===== config.mk =====
export PLATFORM = sky130hd
export DESIGN_NAME = tcce_ctrl
export DESIGN_NICKNAME = d
export VERILOG_FILES = /design/src/rtl/core/tcce_pkg.sv /design/src/rtl/core/tcce_ctrl.sv
export SDC_FILE = /design/constraint.sdc
export NUM_CORES = 1
export LEC_CHECK = 0
export BUFFER_PORTS_ARGS = -buffer_cell sky130_fd_sc_hd__buf_4
export CAP_MARGIN = 20
export CORE_AREA = 5 5 42 44
export CTS_CLUSTER_DIAMETER = 50
export CTS_CLUSTER_SIZE = 20
export DETAILED_ROUTE_END_ITERATION = 8
export DIE_AREA = 0 0 47 49
export PLACE_DENSITY = 0.49
export RECOVER_POWER = 50
export SETUP_SLACK_MARGIN = 0.3
export SLEW_MARGIN = 25
export SYNTH_ARGS = -nofsm -noshare
export SYNTH_HDL_FRONTEND = slang
export SYNTH_SLANG_ARGS = --single-unit

===== constraint.sdc =====
create_clock -name clk -period 1.6 [get_ports clk]
set_clock_uncertainty 0.1 [all_clocks]
set_input_delay 0.24 -clock clk [delete_from_list [all_inputs] [get_ports clk]]
set_output_delay 0.24 -clock clk [all_outputs]
set_load 0.03 [all_outputs]

===== src/rtl/core/tcce_pkg.sv =====
// Shared constants, codes and control/status types for the text console cursor engine.
// Depends on nothing; every other file of the block but tcce_ram takes what it needs from here.
`default_nettype none

package tcce_pkg;

	// Screen geometry
	localparam int COLUMNS   = 80;
	localparam int ROWS      = 25;
	localparam int TAB_WIDTH = 8;
	localparam int CELLS     = ROWS * COLUMNS;

	// Internal widths follow the geometry
	localparam int COL_W  = $clog2(COLUMNS);
	localparam int ROW_W  = $clog2(ROWS);
	localparam int ADDR_W = $clog2(CELLS);
	localparam int TAB_STOPS = (COLUMNS - 1) / TAB_WIDTH;

	// Port field widths are fixed by the interface
	localparam int ROW_FIELD_W = 5;
	localparam int COL_FIELD_W = 7;
	localparam int IDX_FIELD_W = 11;
	localparam int CHAR_W      = 8;
	localparam int FG_W        = 4;
	localparam int BG_W        = 3;
	localparam int CELL_W      = 16;

	localparam logic [CELL_W-1:0] BLANK_CELL = 16'h0F20;

	// Commands
	localparam logic CMD_PUT  = 1'b0;
	localparam logic CMD_READ = 1'b1;

	// Character codes
	localparam logic [CHAR_W-1:0] CHAR_FIRST = 8'd32;
	localparam logic [CHAR_W-1:0] CHAR_LAST  = 8'd126;
	localparam logic [CHAR_W-1:0] CHAR_BS    = 8'd8;
	localparam logic [CHAR_W-1:0] CHAR_HT    = 8'd9;
	localparam logic [CHAR_W-1:0] CHAR_LF    = 8'd10;
	localparam logic [CHAR_W-1:0] CHAR_FF    = 8'd12;
	localparam logic [CHAR_W-1:0] CHAR_CR    = 8'd13;

	// Result cell source
	localparam logic [1:0] CELL_KEEP  = 2'd0;
	localparam logic [1:0] CELL_ZERO  = 2'd1;
	localparam logic [1:0] CELL_BLANK = 2'd2;
	localparam logic [1:0] CELL_RAM   = 2'd3;

	typedef struct packed {
		logic       load_item;
		logic       fill_step;
		logic       write_cell;
		logic       apply_put;
		logic       read_issue;
		logic [1:0] cell_sel;
		logic       load_result;
	} ctrl_cmd_t;

	typedef struct packed {
		logic is_read;
		logic is_printable;
		logic row_valid;
		logic read_in_range;
		logic read_row_valid;
		logic fill_last;
		logic out_free;
	} dp_status_t;

	// Next tab stop after col; COLUMNS when no stop remains on the line
	function automatic logic [COL_W:0] next_tab(input logic [COL_W-1:0] col);
		logic [COL_W:0] dest;
		dest = (COL_W + 1)'(COLUMNS);
		for (int k = TAB_STOPS; k >= 1; k--) begin
			if (k * TAB_WIDTH > int'(col)) begin
				dest = (COL_W + 1)'(k * TAB_WIDTH);
			end
		end
		return dest;
	endfunction

endpackage

`default_nettype wire


===== src/rtl/core/tcce_ctrl.sv =====
// Controller state machine of the console engine: sequences decode, row blanking,
// cell write, cell read and result hand-over. Depends on tcce_pkg.
`default_nettype none

module tcce_ctrl (
	input  wire logic                   clk,
	input  wire logic                   arst_n,
	input  wire logic                   item_valid,
	output logic                        busy,
	input  wire tcce_pkg::dp_status_t   status,
	output tcce_pkg::ctrl_cmd_t         cmd
);

	localparam logic [2:0] ST_IDLE      = 3'd0;
	localparam logic [2:0] ST_DECODE    = 3'd1;
	localparam logic [2:0] ST_FILL      = 3'd2;
	localparam logic [2:0] ST_WRITE     = 3'd3;
	localparam logic [2:0] ST_READ_WAIT = 3'd4;
	localparam logic [2:0] ST_RESULT    = 3'd5;

	logic [2:0] state_q;
	logic [2:0] state_nxt;

	assign busy = (state_q != ST_IDLE);

	always_comb begin
		cmd       = '0;
		state_nxt = state_q;
		case (state_q)
			ST_IDLE: begin
				if (item_valid) begin
					cmd.load_item = 1'b1;
					state_nxt     = ST_DECODE;
				end
			end
			ST_DECODE: begin
				if (status.is_read) begin
					if (status.read_in_range && status.read_row_valid) begin
						cmd.read_issue = 1'b1;
						state_nxt      = ST_READ_WAIT;
					end else begin
						cmd.cell_sel = status.read_in_range ? tcce_pkg::CELL_BLANK
						                                    : tcce_pkg::CELL_ZERO;
						state_nxt    = ST_RESULT;
					end
				end else begin
					cmd.cell_sel = tcce_pkg::CELL_ZERO;
					if (status.is_printable) begin
						state_nxt = status.row_valid ? ST_WRITE : ST_FILL;
					end else begin
						cmd.apply_put = 1'b1;
						state_nxt     = ST_RESULT;
					end
				end
			end
			ST_FILL: begin
				cmd.fill_step = 1'b1;
				if (status.fill_last) begin
					state_nxt = ST_WRITE;
				end
			end
			ST_WRITE: begin
				cmd.write_cell = 1'b1;
				cmd.apply_put  = 1'b1;
				state_nxt      = ST_RESULT;
			end
			ST_READ_WAIT: begin
				cmd.cell_sel = tcce_pkg::CELL_RAM;
				state_nxt    = ST_RESULT;
			end
			ST_RESULT: begin
				if (status.out_free) begin
					cmd.load_result = 1'b1;
					state_nxt       = ST_IDLE;
				end
			end
			default: begin
				state_nxt = ST_IDLE;
			end
		endcase
	end

	always_ff @(posedge clk or negedge arst_n) begin
		if (!arst_n) begin
			state_q <= ST_IDLE;
		end else begin
			state_q <= state_nxt;
		end
	end

endmodule

`default_nettype wire


==> results of run 1 <==
==> metal layers <==
layer / routed length (um) / global-route usage
met5: 0 / 0
met4: 0 / 0.0553
met3: 36 / 0.0332
met2: 621 / 0.190
met1: 394 / 0.137
==> stage by stage <==
| step | hold WS (ns) | area, um^2 |
|---|---|---|
| global placement | -0.0698 | 557 |
| global route | 0.245 | 713 |
| floorplan | -0.156 | 389 |
| CTS | 0.219 | 712 |
| detailed placement | -0.0695 | 557 |
| finish | 0.232 | 713 |
==> what timing repair did <==
item | 4_1_cts | 5_1_grt
pin swaps | 4 | 1
gates cloned | 0 | 0
resized for setup | 18 | 2
hold buffers | 1 | 0
setup endpoints to repair | 12 | 12
endpoints found under the hold margin | 3 | 0
buffers inserted | 6 | 0
==> cells in the final DEF, fill, tap and decap left out <==
| cell | netlist | layout |
|---|---|---|
| a2111oi_2 | 1 | 1 |
| a21oi_4 | 0 | 2 |
| a2111oi_4 | 0 | 1 |
| nand3_1 | 1 | 1 |
| o21a_2 | 0 | 1 |
| clkbuf_4 | 0 | 3 |
| nor3b_4 | 0 | 1 |
| nor2_1 | 3 | 2 |
| clkbuf_1 | 2 | 2 |
| nor3b_2 | 0 | 1 |
| nor3_2 | 0 | 1 |
| nand2_1 | 6 | 6 |
| or3b_1 | 1 | 1 |
| mux2i_1 | 1 | 1 |
| nand2b_4 | 0 | 1 |
| buf_4 | 0 | 17 |
| inv_1 | 3 | 3 |
| nor4_4 | 0 | 1 |
| dfrtp_1 | 3 | 1 |
| dfrtp_2 | 0 | 2 |
| buf_6 | 0 | 12 |
| nor2_4 | 0 | 1 |
| dlygate4sd3_1 | 0 | 1 |
| nor2b_1 | 2 | 1 |
| nor2b_2 | 0 | 1 |
| nor3_4 | 0 | 1 |
| o21ai_0 | 2 | 2 |
| or3_4 | 0 | 2 |
| and2_2 | 0 | 1 |
| a21oi_1 | 3 | 1 |
==> critical path, stage by stage, from the launching register on <==
cell	delay (ns)
dfrtp_1	0.36
nand2b_4	0.14
or3_4	0.37
a21oi_4	0.13
buf_6	0.14
==> power groups by stage <==
| stage | Clock, mW | Combinational [mW] | Sequential [mW] |
|---|---|---|---|
| global route | 0.151 | 0.993 | 0.160 |
| detailed placement | 0 | 0.723 | 0.153 |
| finish | 0.132 | 0.922 | 0.152 |
| CTS | 0.140 | 0.926 | 0.149 |
| floorplan | 0 | 0.538 | 0.126 |
| global placement | 0 | 0.729 | 0.150 |
==> final cells by class <==
class	instances	area, um^2
inverters	3	11.3
flip-flops and latches	3	77.6
well taps	16	20.0
fillers	147	688
repair buffers	31	277
multi-input cells	31	302
clock buffers	4	26.3
==> cells by family (layout without fill, tap and decap cells) <==
kind of cell / Yosys count / after routing / share of synthesized area
multiplexers: 1 / 1 / 0.0356
buffers and inverters: 6 / 38 / 0.0844
AND/OR/NAND/NOR: 22 / 22 / 0.413
AO/OA/AOI/OAI: 8 / 8 / 0.200
flip-flops: 3 / 3 / 0.267
==> synthesized netlist by cell type <==
cell type and instances:
clkbuf_1 2, nand2_1 6, nor3b_1 2, nor2_1 3, nand3_1 1, a2111oi_0 1, o21ai_0 2, dfrtp_1 3
clkbuf_2 1, nand2b_1 1, or3b_1 1, mux2i_1 1, inv_1 3, and2_1 1, a2111oi_2 1, nor3_1 2
or3_1 2, nor4_1 1, nor2b_1 2, o21a_1 1, a21oi_1 3
==> worst max-delay path by stage <==
stage	slack, ns	cells after the start	endpoint	startpoint
after detailed placement	0.05	4	cmd[2]	state_q[0]
after global routing	-0.20	4	cmd[2]	state_q[2]
final	-0.11	4	cmd[2]	state_q[2]
after floorplan	0.1	3	cmd[7]	state_q[0]
after CTS	-0.13	4	cmd[2]	state_q[2]
after global placement	0.07	5	cmd[1]	state_q[2]
==> metrics.txt, run 1 <==
WS Path Type reg2out; sw frac 0.450; worst setup slack after placement 0.0492 ns; Clock Sink Count 3; vias in the first global route 441; clock slew at reported path FFs 0.04 ns; #FFs+latches synth 3; Hold Path Depth 4; worst-margin pin slew 0.338 ns; WL/cell 12.0 um; Tmin final 1.71 ns; Clock Path Buffers 2; routability cong. 0.721; Top Registers state_q x3; Comb power frac 0.765; Die Wd 47 um; vias per cell 4.51; Port Buffers 18; total gr overflow 0; leading post-synthesis cells by cell area dfrtp_1, nand2_1, a21oi_1; CTS Buf Count 3; worst hold path class in2reg; Setup crit end kind primary output; DRT iter0 DRCs 4; antenna violation net count after detailed routing 0; Largest Register state_q; Core ar. 0.00140 mm^2; design internal power 0.663 mW; Synth area leader dfrtp_1; DRT Pass-1 Iters 4; period utilization 1.07; mapped cell area 282 um^2; clock share of power 0.109; slew margin rel. 0.774; Crit Path Max Fanout 2; Yosys top cell area share 0.267; CTS tree yes; FF-to-FF End state_q[0]; fin util 0.509; R2R depth 4; hold path startpoint status[0]; I/O pin total 19; dpl cells 77; Die ar. 0.00230 mm^2; CP Data Required Time 1.26 ns; Hold EP state_q[2]; Sw Pwr 0.542 mW; Final Hold Fails 0; Max Slew Vio Count 0; Peak VDD IR 0.000792 V; Flop pwr share 0.126; GR Util All Layers 0.118; Pwr Density 1690 mW/mm^2; layout cells sized above 1 0.694; post-synth net total 50; synth-to-layout area growth 153%; fin nets 83; detailed-placement wirelength estimate 746 um; DRC 0; row count 14; H-tree depth 1; Final Non-Filler Cells 88; Skew-Pair Late Insertion Delay 0.23 ns; # Max-Cap Violations 0; Die H 49 um; total negative slack -0.303 ns; fmax 586 MHz; status complete, but fails checks; first-pass GRT wire length 1950 um; syn_area_per_cell 7.04 um^2; worst flop-to-flop path startpoint state_q[1]; failing checks negative setup slack; Worst setup SP type flip-flop; Synthesis Warnings 0; initial core utilization 0.201; vias 397; clock root buffer clkbuf_4; sequential area share after synthesis 0.267; Leak 0.317 nW; final worst slack -0.108 ns; WL final 1050 um; unrepaired setup endpoints after global routing true; setup-violating endpoint count in the final report 4; antenna violations before repair 0; count of cell types in the netlist 21; Antenna Cells 0; Worst Path Arrival 1.37 ns; R2R setup slack 0.22 ns; max FFs per register 3; Power Total 1.21 mW; pin count of the biggest net entering global routing 11; Syn Inst Count 40
(Power assumes the default switching activity.)
==> run 2, diff against run 1 <==
--- a/config.mk
+++ b/config.mk
@@ -14,7 +14,7 @@
 export DIE_AREA = 0 0 47 49
 export PLACE_DENSITY = 0.49
 export RECOVER_POWER = 50
-export SETUP_SLACK_MARGIN = 0.3
+export SETUP_SLACK_MARGIN = 0.1
 export SLEW_MARGIN = 25
 export SYNTH_ARGS = -nofsm -noshare
 export SYNTH_HDL_FRONTEND = slang
==> metrics.txt, run 2 (synthesis gave the netlist of run 1 again) <==
max FFs per register 3 (unchanged); Bufs and invs on worst path 1 (unchanged); Skew-Pair Late Insertion Delay 0.23 ns (about the same); first-pass GRT wire length 1540 um (-21%); WL/cell 11.1 um (-7.0%); synth-to-layout area growth 117%; worst setup slack after placement 0.0503 ns (+0.00109 ns); H-tree depth 1 (unchanged); cell chain of the critical path nand2b_4 -> or3_1 -> a21oi_2 -> buf_6; pin count of the biggest net entering global routing 11 (unchanged); detailed-placement wirelength estimate 689 um (-7.7%); total negative slack -0.282 ns (+0.0214 ns); routability cong. 0.726 (+0.71%); Layout fillers 154 (+4.8%); Clock Sink Count 3 (unchanged); I/O pin total 19 (unchanged); DRC 0 (unchanged); Worst setup SP type flip-flop; Peak VDD IR 0.000934 V (+18%); Top Registers state_q x3; initial core utilization 0.201 (unchanged); Setup crit end kind primary output; Core ar. 0.00140 mm^2 (unchanged); metal3 WL 43 um (+19%); slowest stage delay, CP 0.36 ns (about the same); clock slew at reported path FFs 0.04 ns (about the same); Tmin final 1.72 ns (+0.0150 ns); Crit Path Max Fanout 3 (+1); Leak 0.276 nW (-13%); layout cells sized above 1 0.606 (-0.0884); Clock Path Buffers 2 (unchanged); fin util 0.436 (-0.0732); dpl cell area 482 um^2 (-13%); most frequent cells in the layout buf_4, buf_6, nand2_1, clkbuf_4; Pwr Density 1740 mW/mm^2 (+2.7%); Port Buffers 18 (unchanged); Die H 49 um (unchanged); total gr overflow 0 (unchanged); Die ar. 0.00230 mm^2 (unchanged); WL final 912 um (-13%); Hold Path Depth 4 (unchanged); vias 358 (-9.8%); row count 14 (unchanged); fmax 580 MHz (-0.87%); critical path depth 4 (unchanged); CTS Buf Count 3 (unchanged); final worst slack -0.123 ns (-0.0150 ns); cell family with most CP delay simple AND/OR/NAND/NOR gates; met1 wire length 348 um (-12%); R2R depth 4 (unchanged); CTS tree yes; post-route design area 611 um^2 (-14%); DRT iter0 DRCs 0 (-4); DRT Pass-1 Iters 1 (-3); Die Wd 47 um (unchanged); dpl cells 75 (-2.6%); unrepaired setup endpoints after global routing true; antenna violation net count after detailed routing 0 (unchanged); antenna violations before repair 0 (unchanged); setup-violating endpoint count in the final report 4 (unchanged); Worst Path Arrival 1.38 ns (about the same); worst-margin pin slew 0.322 ns (-0.0164 ns); Max Slew Vio Count 0 (unchanged); GR Util All Layers 0.0933 (-0.0247); failing checks negative setup slack; R2R setup slack 0.27 ns (+0.05 ns); CP Data Required Time 1.26 ns (about the same); Top Layer Used met3; Antenna Cells 0 (unchanged); worst hold path class in2reg; slew margin rel. 0.785 (+0.0108); vias in the first global route 367 (-17%); Largest Register state_q; CP max stage cell dfrtp_1; vias per cell 4.37 (-3.2%); clock root buffer clkbuf_4; WS Path Type reg2out; Final Non-Filler Cells 82 (-6.8%); Power Total 1.06 mW (-12%); fin nets 77 (-7.2%); Final Hold Fails 0 (unchanged); hold_ws 0.234 ns (+0.00234 ns); # Max-Cap Violations 0 (unchanged); status complete, but fails checks; detailed route wirelength on metal2 520 um (-16%); commonest non-fill, non-tap cell in the layout buf_4; period utilization 1.08 (+0.00940)
==> run 2: changes by cell type in the layout (fill, tap and decap cells not counted), sizes merged <==
cell,delta
buf,-6
==> run 2: power breakdown <==
group          internal [mW]  switching (mW)
registers              0.110          0.0362
logic                  0.374           0.409
clock network         0.0934          0.0377
==> run 2: per-layer routing <==
metal | global-route usage | vias to the layer above
met4 | 0.0553 | 0
met5 | 0 | -
met2 | 0.145 | 7
li1 | - | 193
met1 | 0.111 | 158
met3 | 0.0221 | 0
==> run 2: what timing repair did <==
action                                  in CTS  in global routing
gates resized for setup                     21                  2
endpoints found under the setup margin       9                 10
hold buffers                                 1                  0
buffers inserted                             1                  1
endpoints found under the hold margin        3                  0
pin swaps                                    5                  2
==> run 2: worst paths after layout <==
| path | to | from |
|---|---|---|
| min reg2reg | state_q[2] | state_q[2] |
| max in group asynchronous | state_q[0] | arst_n |
| max | cmd[2] | state_q[2] |
| min in group asynchronous | state_q[1] | arst_n |
| min | state_q[2] | status[0] |
| max reg2reg | state_q[0] | state_q[1] |
==> run 2: tightest hold or removal path: cells and delay by family <==
kind	cells	cell delay [ns]
buf+inv	1	0.08
simple gates	1	0.05
compound gates	2	0.13
==> run 2: layout make-up <==
class	instances	area, um^2	share of cell area
clock buffers	4	26.3	0.0430
well taps	16	20.0	0.0328
inverters	3	13.8	0.0225
flip-flops and latches	3	76.3	0.125
repair buffers	25	228	0.373
multi-input cells	31	246	0.404
==> run 3, diff against run 2 <==
--- a/config.mk
+++ b/config.mk
@@ -12,7 +12,7 @@
 export CTS_CLUSTER_SIZE = 20
 export DETAILED_ROUTE_END_ITERATION = 8
 export DIE_AREA = 0 0 47 49
-export PLACE_DENSITY = 0.49
+export PLACE_DENSITY = 0.51
 export RECOVER_POWER = 50
 export SETUP_SLACK_MARGIN = 0.1
 export SLEW_MARGIN = 25
==> constraint.sdc (replaced) <==
create_clock -name clk -period 1.4 [get_ports clk]
set_clock_uncertainty 0.1 [all_clocks]
set_input_delay 0.21 -clock clk [delete_from_list [all_inputs] [get_ports clk]]
set_output_delay 0.21 -clock clk [all_outputs]
set_load 0.03 [all_outputs]
==> metrics.txt, run 3 (synthesis gave the netlist of run 1 again) <==
status complete, but fails checks; failing checks negative setup slack; Sequential Area 76.3 um^2 (unchanged); Layout fillers 143 (-7.1%); unrepaired setup endpoints after global routing true; clock slew at reported path FFs 0.04 ns (about the same); Max Slew Vio Count 0 (unchanged); WL/cell 10.9 um (-2.3%); CP max stage cell or3_4; WS Path Type reg2out; Final Hold Fails 0 (unchanged); # Max-Cap Violations 0 (unchanged); slowest stage delay, CP 0.37 ns (about the same); Power Total 1.39 mW (+31%); CP Data Required Time 1.09 ns (-0.17 ns); max FFs per register 3 (unchanged); R2R setup slack -0.05 ns (-0.32 ns); Die ar. 0.00230 mm^2 (unchanged); detailed-placement wirelength estimate 796 um (+15%); Die H 49 um (unchanged); Port Buffers 18 (unchanged); fmax 596 MHz; first-pass GRT wire length 1590 um (+3.2%); layout cells sized above 1 0.693 (+0.0873); WL final 989 um (+8.4%); dpl cells 83 (+11%); commonest non-fill, non-tap cell in the layout buf_4; clock root buffer clkbuf_4; Core ar. 0.00140 mm^2 (unchanged); row count 14 (unchanged); vias in the first global route 405 (+10%); Largest Register state_q; Worst setup SP type flip-flop; total negative slack -1.52 ns (-1.24 ns); routability cong. 0.745 (+2.6%); I/O pin total 19 (unchanged); DRT iter0 DRCs 8 (+8); Clock Path Buffers 2 (unchanged); multi-input logic area 300 um^2 (+22%); Top Registers state_q x3; worst-margin pin slew 0.368 ns (+0.0469 ns); cell chain of the critical path nand2b_4 -> or3_4 -> a21oi_4 -> buf_6; pin count of the biggest net entering global routing 7 (-4); Final Non-Filler Cells 91 (+11%); vias 412 (+15%); Worst Path Arrival 1.37 ns (about the same); total gr overflow 0 (unchanged); Crit Path Max Fanout 2 (-1); Die Wd 47 um (unchanged); initial core utilization 0.201 (unchanged); Leak 0.331 nW (+20%); slew margin rel. 0.754 (-0.0313); worst hold path class in2reg; final worst slack -0.277 ns (-0.155 ns); Skew-Pair Late Insertion Delay 0.23 ns (about the same); CTS Buf Count 3 (unchanged); Antenna Cells 0 (unchanged); DRT Pass-1 Iters 4 (+3); Pwr Density 1880 mW/mm^2 (+8.3%); setup-violating endpoint count in the final report 11 (+7); synth-to-layout area growth 162%; antenna violations before repair 0 (unchanged); vias per cell 4.53 (+3.7%); period utilization 1.20; H-tree depth 1 (unchanged); Tmin final 1.68 ns; Peak VDD IR 0.00104 V (+11%); antenna violation net count after detailed routing 0 (unchanged); most frequent cells in the layout buf_4, buf_6, nand2_1, clkbuf_4; fin nets 86 (+12%); Clock Sink Count 3 (unchanged); CTS tree yes; DRC 0 (unchanged); GR Util All Layers 0.0944 (+0.00115); Setup crit end kind primary output; worst setup slack after placement -0.0745 ns (-0.125 ns)
==> run 3: repair_timing <==
item                                    CTS  global route
gates resized for setup                  15             4
setup buffers                             2             1
endpoints found under the setup margin   10            12
pin swaps                                 3             1
endpoints found under the hold margin     3             0
hold buffers                              1             0
==> run 3: final cells by class <==
class,instances,area share
clock buffers,4,0.0356
flip-flops and latches,3,0.103
inverters,3,0.0153
well taps,16,0.0271
repair buffers,34,0.412
multi-input cells,31,0.407
==> run 3: worst max-delay path: cells and delay by family, from the launching register on <==
kind                   cells  cell delay [ns]
AOI/OAI and AO/OA          1             0.12
buffers and inverters      1             0.14
DFF                        1             0.36
and+or+nand+nor            2             0.51
==> run 3: metrics by stage <==
step                cell area (um^2)   util  hold slack (ns)
floorplan                        389      -           -0.186
global placement                 602  0.429          -0.0971
detailed placement               602  0.429          -0.0949
CTS                              712  0.508            0.193
global route                     738  0.527            0.186
finish                           738  0.527            0.175
==> run 3: path summary, 6_finish.rpt <==
kind	start	endpoint	cells past startpoint
setup / recovery	state_q[2]	cmd[2]	4
hold / removal	status[6]	state_q[2]	3
setup reg to reg	state_q[1]	state_q[1]	7
hold reg to reg	state_q[2]	state_q[2]	3
max in group asynchronous	arst_n	state_q[0]	2
min in group asynchronous	arst_n	state_q[1]	2
==> run 3: layer usage <==
metal | track usage | wire length, um
met2 | 0.152 | 527
met3 | 0.0221 | 44
met4 | 0.0415 | 0
met5 | 0 | 0
met1 | 0.115 | 417
==> run 3: power by group <==
| part | total [mW] | internal, mW | switching (mW) |
|---|---|---|---|
| Combinational | 1.07 | 0.542 | 0.525 |
| Clock | 0.153 | 0.107 | 0.0461 |
| Sequential | 0.169 | 0.126 | 0.0428 |
